File: config.mk
export PLATFORM = sky130hd
export DESIGN_NAME = magnetometer_validate_heading_unit
export DESIGN_NICKNAME = d
export VERILOG_FILES = /design/src/rtl/core/mvh_pkg.sv /design/src/rtl/core/mvh_cordic.sv /design/src/rtl/core/magnetometer_validate_heading_unit.sv
export SDC_FILE = /design/constraint.sdc
export NUM_CORES = 2
export LEC_CHECK = 0
export BUFFER_PORTS_ARGS = -buffer_cell sky130_fd_sc_hd__buf_2
export CAP_MARGIN = 25
export CORE_AREA = 2 2 411 413
export CTS_CLUSTER_SIZE = 30
export DETAILED_ROUTE_END_ITERATION = 6
export DIE_AREA = 0 0 413 415
export PLACE_DENSITY = 0.6
export SYNTH_ARGS = -nofsm -noshare
export SYNTH_HDL_FRONTEND = slang
export SYNTH_HIERARCHICAL = 1
export SYNTH_SLANG_ARGS = --single-unit
File: constraint.sdc
create_clock -name i_clk -period 23.1 [get_ports i_clk]
set_clock_uncertainty 0.15 [all_clocks]
set_input_delay 2.31 -clock i_clk [delete_from_list [all_inputs] [get_ports i_clk]]
set_output_delay 2.31 -clock i_clk [all_outputs]
set_load 0.02 [all_outputs]
File: src/rtl/core/mvh_pkg.sv
// Shared constants, register codes and arctangent table for the magnetometer heading unit.
`timescale 1ns / 1ps

package mvh_pkg;

    localparam int SAMPLE_W   = 16;
    localparam int DIFF_W     = SAMPLE_W + 1;
    localparam int MAG_W      = 34;
    localparam int WIN_W      = 33;
    localparam int HEAD_W     = 16;
    localparam int COUNT_W    = 32;
    localparam int Z_W        = 32;
    localparam int ATAN_IDX_W = 5;

    localparam int CFG_IDX_W  = 3;
    localparam int CFG_DATA_W = WIN_W;

    typedef logic [CFG_IDX_W-1:0] t_cfg_idx;

    localparam t_cfg_idx CFG_OFFSET_X    = 3'd0;
    localparam t_cfg_idx CFG_OFFSET_Y    = 3'd1;
    localparam t_cfg_idx CFG_WIN_LOW_SQ  = 3'd2;
    localparam t_cfg_idx CFG_WIN_HIGH_SQ = 3'd3;
    localparam t_cfg_idx CFG_ROT_COS     = 3'd4;
    localparam t_cfg_idx CFG_ROT_SIN     = 3'd5;
    localparam t_cfg_idx CFG_Y_GAIN      = 3'd6;
    localparam t_cfg_idx CFG_CHECK_ON    = 3'd7;

    localparam logic [WIN_W-1:0] WIN_HIGH_RESET = 33'd8589672450;
    localparam logic [SAMPLE_W-1:0] UNITY_Q14   = 16'd16384;

    // quarter turn in units of 2^-16 centidegree
    localparam logic signed [Z_W-1:0] QUARTER_UNITS = 32'sd589824000;
    localparam logic signed [Z_W-1:0] ROUND_HALF    = 32'sd32768;

    localparam logic [HEAD_W:0] HALF_TURN_CDEG = 17'd18000;
    localparam logic [HEAD_W:0] FULL_TURN_CDEG = 17'd36000;

    typedef struct packed {
        logic x_neg;
        logic y_neg;
    } t_quadrant;

    function automatic logic signed [Z_W-1:0] atan_entry(input logic [ATAN_IDX_W-1:0] idx);
        logic signed [Z_W-1:0] v;
        case (idx)
            5'd0:    v = 32'sd294912000;
            5'd1:    v = 32'sd174096719;
            5'd2:    v = 32'sd91987925;
            5'd3:    v = 32'sd46694507;
            5'd4:    v = 32'sd23437865;
            5'd5:    v = 32'sd11730358;
            5'd6:    v = 32'sd5866610;
            5'd7:    v = 32'sd2933484;
            5'd8:    v = 32'sd1466764;
            5'd9:    v = 32'sd733385;
            5'd10:   v = 32'sd366693;
            5'd11:   v = 32'sd183346;
            5'd12:   v = 32'sd91673;
            5'd13:   v = 32'sd45837;
            5'd14:   v = 32'sd22918;
            5'd15:   v = 32'sd11459;
            5'd16:   v = 32'sd5730;
            5'd17:   v = 32'sd2865;
            5'd18:   v = 32'sd1432;
            5'd19:   v = 32'sd716;
            5'd20:   v = 32'sd358;
            5'd21:   v = 32'sd179;
            5'd22:   v = 32'sd90;
            5'd23:   v = 32'sd45;
            default: v = '0;
        endcase
        return v;
    endfunction

endpackage

File: src/rtl/core/mvh_cordic.sv
// Iterative vectoring CORDIC that turns a corrected field vector into a heading.
`timescale 1ns / 1ps

module mvh_cordic #(
    parameter int CORDIC_STEPS = 16,
    parameter int VEC_W        = 55
) (
    input  logic                              i_clk,
    input  logic                              i_rst_n,
    input  logic                              i_start,
    input  logic signed [VEC_W-1:0]           i_x,
    input  logic signed [VEC_W-1:0]           i_y,
    output logic                              o_done,
    output logic [mvh_pkg::HEAD_W-1:0]        o_heading
);
    import mvh_pkg::*;

    localparam int SW = $clog2(CORDIC_STEPS);
    localparam logic [SW-1:0] LAST_STEP = SW'(CORDIC_STEPS - 1);

    typedef enum logic [1:0] {
        C_IDLE,
        C_RUN,
        C_FIN
    } t_cstate;

    t_cstate r_state;
    t_cstate n_state;

    logic signed [VEC_W-1:0] r_x;
    logic signed [VEC_W-1:0] r_y;
    logic signed [Z_W-1:0]   r_z;
    logic [SW-1:0]           r_cnt;
    t_quadrant               r_quad;
    logic                    r_done;
    logic [HEAD_W-1:0]       r_heading;

    logic signed [VEC_W-1:0] x_sh;
    logic signed [VEC_W-1:0] y_sh;
    logic signed [Z_W-1:0]   step_angle;
    logic signed [Z_W-1:0]   z_clamped;
    logic signed [Z_W-1:0]   z_rounded;
    logic [HEAD_W-3:0]       angle_cdeg;
    logic [HEAD_W:0]         head_raw;
    logic [HEAD_W:0]         head_wrapped;
    logic                    vec_zero;

    assign vec_zero   = (i_x == '0) && (i_y == '0);
    assign x_sh       = r_x >>> r_cnt;
    assign y_sh       = r_y >>> r_cnt;
    assign step_angle = atan_entry(ATAN_IDX_W'(r_cnt));

    always_comb begin
        if (r_z[Z_W-1]) begin
            z_clamped = '0;
        end else if (r_z > QUARTER_UNITS) begin
            z_clamped = QUARTER_UNITS;
        end else begin
            z_clamped = r_z;
        end
        z_rounded  = z_clamped + ROUND_HALF;
        angle_cdeg = z_rounded[29:16];
        if (!r_quad.x_neg && !r_quad.y_neg) begin
            head_raw = {3'b000, angle_cdeg};
        end else if (r_quad.x_neg && !r_quad.y_neg) begin
            head_raw = HALF_TURN_CDEG - {3'b000, angle_cdeg};
        end else if (r_quad.x_neg) begin
            head_raw = HALF_TURN_CDEG + {3'b000, angle_cdeg};
        end else begin
            head_raw = FULL_TURN_CDEG - {3'b000, angle_cdeg};
        end
        if (head_raw >= FULL_TURN_CDEG) begin
            head_wrapped = head_raw - FULL_TURN_CDEG;
        end else begin
            head_wrapped = head_raw;
        end
    end

    always_comb begin
        n_state = r_state;
        unique case (r_state)
            C_IDLE: begin
                if (i_start && !vec_zero) begin
                    n_state = C_RUN;
                end
            end
            C_RUN: begin
                if (r_cnt == LAST_STEP) begin
                    n_state = C_FIN;
                end
            end
            C_FIN: begin
                n_state = C_IDLE;
            end
            default: n_state = C_IDLE;
        endcase
    end

    always_ff @(posedge i_clk) begin
        if (!i_rst_n) begin
            r_state   <= C_IDLE;
            r_done    <= 1'b0;
            r_heading <= '0;
        end else begin
            r_state <= n_state;
            r_done  <= 1'b0;
            unique case (r_state)
                C_IDLE: begin
                    if (i_start && vec_zero) begin
                        r_heading <= '0;
                        r_done    <= 1'b1;
                    end
                end
                C_FIN: begin
                    r_heading <= head_wrapped[HEAD_W-1:0];
                    r_done    <= 1'b1;
                end
                default: ;
            endcase
        end
    end

    always_ff @(posedge i_clk) begin
        unique case (r_state)
            C_IDLE: begin
                if (i_start) begin
                    r_x          <= i_x[VEC_W-1] ? -i_x : i_x;
                    r_y          <= i_y[VEC_W-1] ? -i_y : i_y;
                    r_z          <= '0;
                    r_cnt        <= '0;
                    r_quad.x_neg <= i_x[VEC_W-1];
                    r_quad.y_neg <= i_y[VEC_W-1];
                end
            end
            C_RUN: begin
                if (!r_y[VEC_W-1]) begin
                    r_x <= r_x + y_sh;
                    r_y <= r_y - x_sh;
                    r_z <= r_z + step_angle;
                end else begin
                    r_x <= r_x - y_sh;
                    r_y <= r_y + x_sh;
                    r_z <= r_z - step_angle;
                end
                r_cnt <= r_cnt + 1'b1;
            end
            default: ;
        endcase
    end

    assign o_done    = r_done;
    assign o_heading = r_heading;

endmodule

File: src/rtl/core/magnetometer_validate_heading_unit.sv
// Top level: magnetometer sample validation, soft-iron correction and compass heading.
//
// Input channel: i_in_valid / o_in_stall carry one raw x, y, z sample per item.
// Output channel: o_out_valid / i_out_stall carry the accepted or held sample, the
// heading in 0.01 degree steps, the reject flag and the running reject count.
// Configuration: i_cfg_we writes i_cfg_data into register i_cfg_index; write only
// while no item is in flight.
// Each item makes seven passes through the one shared 35x17 multiplier
// (magnitude, then rotation and y gain after the window decision) and then
// runs the iterative CORDIC, whose iterations are skipped when the corrected
// vector is zero.
// o_in_stall is high while an item is in work; a finished item sits in the
// output register, and a new item is taken meanwhile. A stalled result holds
// and the next one waits inside the block until the output register frees.
// Reset: synchronous active low; clears the held sample, the valid flag and the
// reject count and restores all configuration registers to their defaults.
`timescale 1ns / 1ps

module magnetometer_validate_heading_unit #(
    parameter int CORDIC_STEPS   = 16,
    parameter int COEF_FRAC_BITS = 14
) (
    input  logic                                   i_clk,
    input  logic                                   i_rst_n,
    input  logic                                   i_cfg_we,
    input  logic [mvh_pkg::CFG_IDX_W-1:0]          i_cfg_index,
    input  logic [mvh_pkg::CFG_DATA_W-1:0]         i_cfg_data,
    input  logic                                   i_in_valid,
    output logic                                   o_in_stall,
    input  logic signed [mvh_pkg::SAMPLE_W-1:0]    i_raw_x,
    input  logic signed [mvh_pkg::SAMPLE_W-1:0]    i_raw_y,
    input  logic signed [mvh_pkg::SAMPLE_W-1:0]    i_raw_z,
    output logic                                   o_out_valid,
    input  logic                                   i_out_stall,
    output logic signed [mvh_pkg::SAMPLE_W-1:0]    o_field_x,
    output logic signed [mvh_pkg::SAMPLE_W-1:0]    o_field_y,
    output logic signed [mvh_pkg::SAMPLE_W-1:0]    o_field_z,
    output logic [mvh_pkg::HEAD_W-1:0]             o_heading_cdeg,
    output logic                                   o_was_rejected,
    output logic [mvh_pkg::COUNT_W-1:0]            o_reject_total
);
    import mvh_pkg::*;

    localparam int MA_W   = MAG_W + 1;
    localparam int MB_W   = DIFF_W;
    localparam int PROD_W = MA_W + MB_W;
    localparam int XR_W   = MAG_W;
    localparam int XS_W   = XR_W + COEF_FRAC_BITS;
    localparam int VEC_W  = ((XS_W > PROD_W) ? XS_W : PROD_W) + 3;

    typedef enum logic [3:0] {
        S_IDLE,
        S_MAG0,
        S_MAG1,
        S_DECIDE,
        S_XR0,
        S_XR1,
        S_YR0,
        S_YR1,
        S_YG,
        S_CSTART,
        S_CWAIT,
        S_HOLD
    } t_state;

    t_state r_state;
    t_state n_state;

    logic signed [SAMPLE_W-1:0] r_off_x;
    logic signed [SAMPLE_W-1:0] r_off_y;
    logic [WIN_W-1:0]           r_win_lo;
    logic [WIN_W-1:0]           r_win_hi;
    logic signed [SAMPLE_W-1:0] r_cos;
    logic signed [SAMPLE_W-1:0] r_sin;
    logic [SAMPLE_W-1:0]        r_gain;
    logic                       r_check;

    logic [SAMPLE_W-1:0]        r_held_x;
    logic [SAMPLE_W-1:0]        r_held_y;
    logic [SAMPLE_W-1:0]        r_held_z;
    logic                       r_have;
    logic [COUNT_W-1:0]         r_rcount;

    logic [SAMPLE_W-1:0]        r_rx;
    logic [SAMPLE_W-1:0]        r_ry;
    logic [SAMPLE_W-1:0]        r_rz;
    logic [SAMPLE_W-1:0]        r_fx;
    logic [SAMPLE_W-1:0]        r_fy;
    logic [SAMPLE_W-1:0]        r_fz;
    logic                       r_rej;
    logic signed [DIFF_W-1:0]   r_dx;
    logic signed [DIFF_W-1:0]   r_dy;
    logic signed [PROD_W-1:0]   r_acc;
    logic [MAG_W-1:0]           r_m2;
    logic signed [XR_W-1:0]     r_xr;

    logic                       r_out_valid;
    logic [SAMPLE_W-1:0]        r_out_x;
    logic [SAMPLE_W-1:0]        r_out_y;
    logic [SAMPLE_W-1:0]        r_out_z;
    logic [HEAD_W-1:0]          r_out_head;
    logic                       r_out_rej;
    logic [COUNT_W-1:0]         r_out_count;

    logic                       in_accept;
    logic                       out_free;
    logic                       out_load;
    logic                       in_window;
    logic                       use_held;
    logic [SAMPLE_W-1:0]        sel_x;
    logic [SAMPLE_W-1:0]        sel_y;
    logic [SAMPLE_W-1:0]        sel_z;
    logic signed [MA_W-1:0]     mul_a;
    logic signed [MB_W-1:0]     mul_b;
    logic signed [PROD_W-1:0]   prod;
    logic signed [VEC_W-1:0]    vec_x;
    logic signed [VEC_W-1:0]    vec_y;
    logic                       cordic_start;
    logic                       cordic_done;
    logic [HEAD_W-1:0]          cordic_heading;

    assign in_accept = i_in_valid && (r_state == S_IDLE);
    assign out_free  = !r_out_valid || !i_out_stall;
    assign out_load  = ((r_state == S_CWAIT) && cordic_done && out_free)
                     || ((r_state == S_HOLD) && out_free);

    assign in_window = (r_m2 > {1'b0, r_win_lo}) && (r_m2 < {1'b0, r_win_hi});
    assign use_held  = r_check && !in_window && r_have;
    assign sel_x     = use_held ? r_held_x : r_rx;
    assign sel_y     = use_held ? r_held_y : r_ry;
    assign sel_z     = use_held ? r_held_z : r_rz;

    always_comb begin
        unique case (r_state)
            S_MAG0: begin
                mul_a = MA_W'(r_dx);
                mul_b = r_dx;
            end
            S_MAG1: begin
                mul_a = MA_W'(r_dy);
                mul_b = r_dy;
            end
            S_XR0: begin
                mul_a = MA_W'(r_dx);
                mul_b = MB_W'(r_cos);
            end
            S_XR1: begin
                mul_a = MA_W'(r_dy);
                mul_b = MB_W'(r_sin);
            end
            S_YR0: begin
                mul_a = MA_W'(r_dy);
                mul_b = MB_W'(r_cos);
            end
            S_YR1: begin
                mul_a = MA_W'(r_dx);
                mul_b = MB_W'(r_sin);
            end
            S_YG: begin
                mul_a = r_acc[MA_W-1:0];
                mul_b = $signed({1'b0, r_gain});
            end
            default: begin
                mul_a = '0;
                mul_b = '0;
            end
        endcase
    end

    assign prod = mul_a * mul_b;

    assign vec_x = $signed({{(VEC_W - XS_W){r_xr[XR_W-1]}}, r_xr, {COEF_FRAC_BITS{1'b0}}});
    assign vec_y = $signed({{(VEC_W - PROD_W){r_acc[PROD_W-1]}}, r_acc});
    assign cordic_start = (r_state == S_CSTART);

    always_comb begin
        n_state = r_state;
        unique case (r_state)
            S_IDLE:   if (i_in_valid) begin
                n_state = S_MAG0;
            end
            S_MAG0:   n_state = S_MAG1;
            S_MAG1:   n_state = S_DECIDE;
            S_DECIDE: n_state = S_XR0;
            S_XR0:    n_state = S_XR1;
            S_XR1:    n_state = S_YR0;
            S_YR0:    n_state = S_YR1;
            S_YR1:    n_state = S_YG;
            S_YG:     n_state = S_CSTART;
            S_CSTART: n_state = S_CWAIT;
            S_CWAIT: begin
                if (cordic_done) begin
                    n_state = out_free ? S_IDLE : S_HOLD;
                end
            end
            S_HOLD:   if (out_free) begin
                n_state = S_IDLE;
            end
            default:  n_state = S_IDLE;
        endcase
    end

    always_ff @(posedge i_clk) begin
        if (!i_rst_n) begin
            r_state     <= S_IDLE;
            r_out_valid <= 1'b0;
            r_off_x     <= '0;
            r_off_y     <= '0;
            r_win_lo    <= '0;
            r_win_hi    <= WIN_HIGH_RESET;
            r_cos       <= UNITY_Q14;
            r_sin       <= '0;
            r_gain      <= UNITY_Q14;
            r_check     <= 1'b1;
            r_held_x    <= '0;
            r_held_y    <= '0;
            r_held_z    <= '0;
            r_have      <= 1'b0;
            r_rcount    <= '0;
        end else begin
            r_state <= n_state;
            if (out_load) begin
                r_out_valid <= 1'b1;
            end else if (!i_out_stall) begin
                r_out_valid <= 1'b0;
            end
            if (i_cfg_we) begin
                unique case (i_cfg_index)
                    CFG_OFFSET_X:    r_off_x  <= i_cfg_data[SAMPLE_W-1:0];
                    CFG_OFFSET_Y:    r_off_y  <= i_cfg_data[SAMPLE_W-1:0];
                    CFG_WIN_LOW_SQ:  r_win_lo <= i_cfg_data[WIN_W-1:0];
                    CFG_WIN_HIGH_SQ: r_win_hi <= i_cfg_data[WIN_W-1:0];
                    CFG_ROT_COS:     r_cos    <= i_cfg_data[SAMPLE_W-1:0];
                    CFG_ROT_SIN:     r_sin    <= i_cfg_data[SAMPLE_W-1:0];
                    CFG_Y_GAIN:      r_gain   <= i_cfg_data[SAMPLE_W-1:0];
                    CFG_CHECK_ON:    r_check  <= i_cfg_data[0];
                    default: ;
                endcase
            end
            if (r_state == S_DECIDE && r_check) begin
                if (in_window) begin
                    r_held_x <= r_rx;
                    r_held_y <= r_ry;
                    r_held_z <= r_rz;
                    r_have   <= 1'b1;
                end else if (r_have) begin
                    r_rcount <= r_rcount + 1'b1;
                end
            end
        end
    end

    always_ff @(posedge i_clk) begin
        if (in_accept) begin
            r_rx <= i_raw_x;
            r_ry <= i_raw_y;
            r_rz <= i_raw_z;
            r_dx <= DIFF_W'(i_raw_x) - DIFF_W'(r_off_x);
            r_dy <= DIFF_W'(i_raw_y) - DIFF_W'(r_off_y);
        end
        unique case (r_state)
            S_MAG0: r_acc <= prod;
            S_MAG1: r_m2  <= r_acc[MAG_W-1:0] + prod[MAG_W-1:0];
            S_DECIDE: begin
                r_fx  <= sel_x;
                r_fy  <= sel_y;
                r_fz  <= sel_z;
                r_rej <= use_held;
                r_dx  <= DIFF_W'($signed(sel_x)) - DIFF_W'(r_off_x);
                r_dy  <= DIFF_W'($signed(sel_y)) - DIFF_W'(r_off_y);
            end
            S_XR0:  r_acc <= prod;
            S_XR1:  r_xr  <= XR_W'(r_acc + prod);
            S_YR0:  r_acc <= prod;
            S_YR1:  r_acc <= r_acc - prod;
            S_YG:   r_acc <= prod;
            default: ;
        endcase
        if (out_load) begin
            r_out_x     <= r_fx;
            r_out_y     <= r_fy;
            r_out_z     <= r_fz;
            r_out_head  <= cordic_heading;
            r_out_rej   <= r_rej;
            r_out_count <= r_rcount;
        end
    end

    mvh_cordic #(
        .CORDIC_STEPS (CORDIC_STEPS),
        .VEC_W        (VEC_W)
    ) u_cordic (
        .i_clk     (i_clk),
        .i_rst_n   (i_rst_n),
        .i_start   (cordic_start),
        .i_x       (vec_x),
        .i_y       (vec_y),
        .o_done    (cordic_done),
        .o_heading (cordic_heading)
    );

    assign o_in_stall     = (r_state != S_IDLE);
    assign o_out_valid    = r_out_valid;
    assign o_field_x      = r_out_x;
    assign o_field_y      = r_out_y;
    assign o_field_z      = r_out_z;
    assign o_heading_cdeg = r_out_head;
    assign o_was_rejected = r_out_rej;
    assign o_reject_total = r_out_count;

endmodule
## After elaboration in Yosys (flattened, before gate mapping)

Memory sizes are Yosys's and may differ from the RTL's. A register that Yosys moved wholly into a read port is not among the register bits.
Cells that the tools add are included.

| operators by class | value |
|---|---|
| add/sub/neg operators | 22 |
| $mul | 1 |
| divide/modulo/power cells | 0 |
| magnitude comparators | 4 |
| equal/unequal tests | 29 |
| shift-type cells | 2 |
| muxes and demuxes | 44 |
| bitwise gates (word level) | 1 |
| reduce and logical (&&, ||, !) cells | 51 |

Operator list:

| cell | number |
|---|---|
| two-way mux 55 bit | 6 |
| case mux 55 bit (2 select lines) | 2 |
| two-way mux 17 bit | 7 |
| adder 55 bit | 2 |
| logical NOT 55 bit | 2 |
| >>> shifter 55 x 4 -> 55 bit | 2 |
| subtractor 55 bit | 2 |
| case mux 35 bit (3 select lines) | 1 |
| case mux 52 bit (2 select lines) | 1 |
| case mux 17 bit (5 select lines) | 1 |
| two-way mux 16 bit | 5 |
| adder 34 bit | 2 |
| subtractor 16 x 16 -> 17 bit | 4 |
| two-way mux 32 bit | 2 |
| case mux 32 bit (2 select lines) | 1 |
| two-way mux 30 bit | 2 |
| negator 48 -> 55 bit | 1 |
| negator 52 -> 55 bit | 1 |
| multiplier 35 x 17 -> 52 bit | 1 |
| subtractor 52 bit | 1 |
| case mux 4 bit (12 select lines) | 1 |
| greater-than comparator 34 x 33 -> 1 bit | 1 |
| less-than comparator 34 x 33 -> 1 bit | 1 |
| adder 32 x 1 -> 32 bit (second input constant) | 1 |
| other kinds (42) | 104 |

| word-level totals | value |
|---|---|
| register bits | 748 |
| bits in latches | 0 |
| bits in writable memories | 0 |
| bits in read-only memories | 464 |
| input bits | 89 |
| output and inout bits | 99 |
| logic and storage cells | 197 |
| memories kept | 1 |

Memories:

| name | depth | width | read ports | clocked after Yosys merged registers in | write ports | line | source |
|---|---|---|---|---|---|---|---|
| (no name shown) | 16 | 29 | 1 | 1 | 0 | mvh_pkg.sv:46 | `case (idx)` |

## Logic depth before layout (Yosys ltp)

| depth | value |
|---|---|
| depth in word-level cells | 11 |
| mapped depth | 47 |
| mapped depth without buffers | 44 |

## Hierarchy

The synthesis kept the hierarchy.

By module, submodules not included:

| module | times used | cells an instance | area an instance (um^2) | sequential area each (um^2) |
|---|---|---|---|---|
| magnetometer_validate_heading_unit | 1 | 5167 | 48662.9 | 15114.5 |
| mvh_cordic | 1 | 3060 | 26082.5 | 5405.2 |

## Worst setup path after synthesis

OpenSTA, ideal clock, no wires.

| timing | value |
|---|---|
| kind | reg2reg |
| start | reg, netlist name r_state[1] |
| end | reg r_acc[44] (data pin) |
| setup time | 0.271 ns |
| data arrival time | 11.372 ns |
| data required time | 22.679 ns |
| slack | 11.307 ns |
| stages on the path, launching flop included | 40 |
| buffers on the path | 5 |
| clock period less this slack | 11.793 ns |
| cells stage by stage | dfxtp_1 > clkbuf_1 > nand2b_1 > nor3_1 > clkbuf_1 > a221oi_1 > clkbuf_1 > nor2_1 > fa_1 > fa_1 > fa_1 > fa_1 > fa_1 > fa_1 > ha_1 > buf_4 > nand4_1 > o21bai_1 > [4 not listed] > a21oi_1 > xor2_1 > inv_1 > ha_1 > clkbuf_1 > nor3_1 > a221oi_1 > o21ai_0 > a31oi_1 > nand3_1 > a311oi_2 > a211oi_1 > o41ai_1 > a31oi_2 > a31oi_1 > xor2_1 > nand2_1 > xor2_1 |

RTL lines:

| element | line | source |
|---|---|---|
| to (signal assigned) | magnetometer_validate_heading_unit.sv:262 | `S_MAG0: r_acc <= prod;` |
| to (signal assigned) | magnetometer_validate_heading_unit.sv:272 | `S_XR0: r_acc <= prod;` |
| to (signal assigned) | magnetometer_validate_heading_unit.sv:274 | `S_YR0: r_acc <= prod;` |
| to (decl) | magnetometer_validate_heading_unit.sv:93 | `logic signed [PROD_W-1:0] r_acc;` |

==> out/results.ini <==
[final_layout]
num-fill-cells = 15802
synthToLayoutAreaGrowth_pct = 8.777
drive_gt1_frac = 0.09182
fin_cells = 10583
ff_latch_area_sq_um = 20520
nets = 9413
multi_input_area_sq_um = 49980
fin_area_sq_um = 81310

[critical_path]
crit_required_ns = 23.36
cp-start-kind = flop
reg2reg_depth = 38
crit_path_frequent_cell = fa_1
path_max_fanout = 74
setup.worst_path.class = reg -> reg
critPathSlowestCell = a221o_1
crit_arrival_ns = 12.73
rr_startpoint = r_state[3]
slowest_delay_ns = 0.72
reg2reg_to = r_acc[47]
reg2reg_slack_ns = 10.63
critPathCaptureType = flop

[sta]
grt_setup_unrepaired = false
fin_crit_sh = 0.5399
fmax_ghz = 0.08019
whs_ns = 0.2645
worst_slew_pin_slew_ns = 1.120
finalHoldViolations = 0
slew_headroom = 0.2477
period_minus_slack_ns = 12.47
setup_viol = 0
fin_tns_setup_ns = 0
finalMaxSlewViolations = 0

[clock_tree]
cts_tree = built
path_clk_slew_ns = 0.06
postCtsSetupBuffers = 0
clockBufferDepth = 3
numClockSinks = 777
numCtsBuffers = 89
cts_resized = 0
hold_buffers = 0
clock_latency_ns = 0.74
cts_root_buffer = clkbuf_16
htree_num_levels = 3

[global_routing]
antenna_found_initial = 14
grtUsageTotal = 0.2772
grt_pass1_wl_mm = 366.4
globalRouteOverflowTotal = 0
grt_max_degree = 138
first_global_vias = 60449

[placed_design]
gp_congestion = 0.9531
numPortBuffers = 187
dpl_cell_area_sq_um = 78220
hpwl_mm = 186.8
dp.cells = 10410

[route]
postRouteAntennaNets = 0
wl_mm = 239.5
drcViolationCount = 0
wl_per_cell_microns = 22.63
num_vias = 60587
drtIter0Drc = 5043
drt_first_pass_iters = 7
avgViaCountPerCell = 5.725

[die]
die_x_microns = 413
die_area_sq_um = 171400
io_pins = 188
fp.coreArea_sq_um = 166700
die_height_microns = 415
fp-row-count = 150
start_util = 0.4485

[yosys]
ys_top_cells_by_area = edfxtp_1 20%, fa_1 15%, ha_1 7.6%, dfxtp_1 7.5%, nand2_1 5.6%
synthDistinctLibCells = 116
synth_top_cell_by_area = edfxtp_1
synth-main-ff-cell = edfxtp_1
synth_edf_count = 496
synthesis.instances = 8227
synth.yosys.warnings = 6
synthArstFlopShare = 0
ys_ff_latch = 777
synth_area_sq_um = 74750
synth.avg_cell_area_sq_um = 9.085
yosysTopAreaCellShare = 0.1993
synth_seq_area_share = 0.2745

[power]
peakVddDrop_mv = 0.1763
leakage_nw = 33.69
powerDensity_nw_per_um2 = 121.1

[worst_hold_path]
min_path_type = reg -> reg
holdPathStages = 0
hp-start = r_fz[14]
hold_end = o_field_z[14]

[run]
max_cap_violations = 0

[status]
outcome = completed

cells by family after synthesis:
group | share of synthesized area
and+or+nand+nor | 0.1574
xor gates and xnor gates | 0.06351
AOI/OAI and AO/OA | 0.1363
other | 0.00005017
adders and majority gates | 0.2302
buffers and inverters | 0.06194
muxes | 0.07616
DFF | 0.2745
sequential cells by signal, summed over array words and instances (netlist names), 32 cells and up:
signal,cells
o_reject_total,32
r_acc,52
r_win_hi,33
u_cordic/r_y,55
u_cordic/r_z,32
r_xr,34
r_win_lo,33
u_cordic/r_x,55
r_m2,34
r_rcount,32
synth_stat cells, drive strengths merged, types with 60 or more instances:
library cell,number
mux4,125
xnor2,346
nand2b,78
nor2,774
xor2,196
dfxtp,281
fa,573
o21ai,346
mux2,108
nand2,1124
ha,453
buf,81
mux2i,166
inv,860
a21o,141
clkbuf,270
o21bai,60
nand3,109
nor3,113
o31ai,64
a21oi,574
edfxtp,496
routing by layer:
layer,routed length [microns],track usage,part of all wire
met2,114100,0.4590,0.48
met5,24,0,0.00010
met4,9401,0.09935,0.039
met3,13760,0.03687,0.057
met1,102300,0.3701,0.43
per-stage QoR:
stage / total power, mW / setup WS (ns) / utilization
floorplan: 6.118 / 11.31 / -
global placement: 8.354 / 10.82 / 0.4690
detailed placement: 8.345 / 10.71 / 0.4693
CTS: 9.881 / 10.63 / 0.4877
global route: 10.52 / 9.883 / 0.4879
finish: 9.848 / 10.63 / 0.4879
area by class of cell:
class                      count  share of cell area
multi-input combinational   6282              0.6147
sequential                   777              0.2524
inverter                     863             0.03998
tap                         2204             0.03392
clock buffer                 115             0.03104
timing repair buffer         285             0.02125
clock inverter                53            0.006633
antenna                        4           0.0001231
cells in the final DEF (no fill, tap or decap), types with 96 or more instances in the layout:
cell type	n
nand2_1	1124
inv_1	853
nor2_1	770
fa_1	573
a21oi_1	570
edfxtp_1	496
ha_1	453
xnor2_1	346
o21ai_0	326
dfxtp_1	281
xor2_1	196
buf_2	187
mux2i_1	166
a21o_1	141
mux4_2	125
nand3_1	108
mux2_2	108
nor3_1	106
clkbuf_16	96
where the power goes:
part	switching [mW]	leakage [nW]	total (mW)	internal, mW
registers	0.212	6.80	2.12	1.90
clock network	0.649	1.47	1.49	0.839
logic	4.10	25.4	6.25	2.15
worst max path at each step:
stage,from,endpoint,slack [ns],cells after the start
after detailed placement,r_state[3],r_acc[47],10.71,38
after global placement,r_state[3],r_acc[44],10.82,43
after floorplan,r_state[1],r_acc[44],11.31,39
final,r_state[3],r_acc[47],10.63,38
after global routing,r_state[3],r_acc[47],9.88,38
after CTS,r_state[3],r_acc[47],10.63,38
worst max-delay path, delay by kind of cell (launching register included):
kind	cells	cell delay, ns
simple gates	9	1.90
xor+xnor	1	0.31
mux	1	0.20
flops	1	0.65
buf+inv	3	0.75
compound gates	15	3.96
fa+ha+maj	9	4.14
Power figures use the tool's default switching activity.
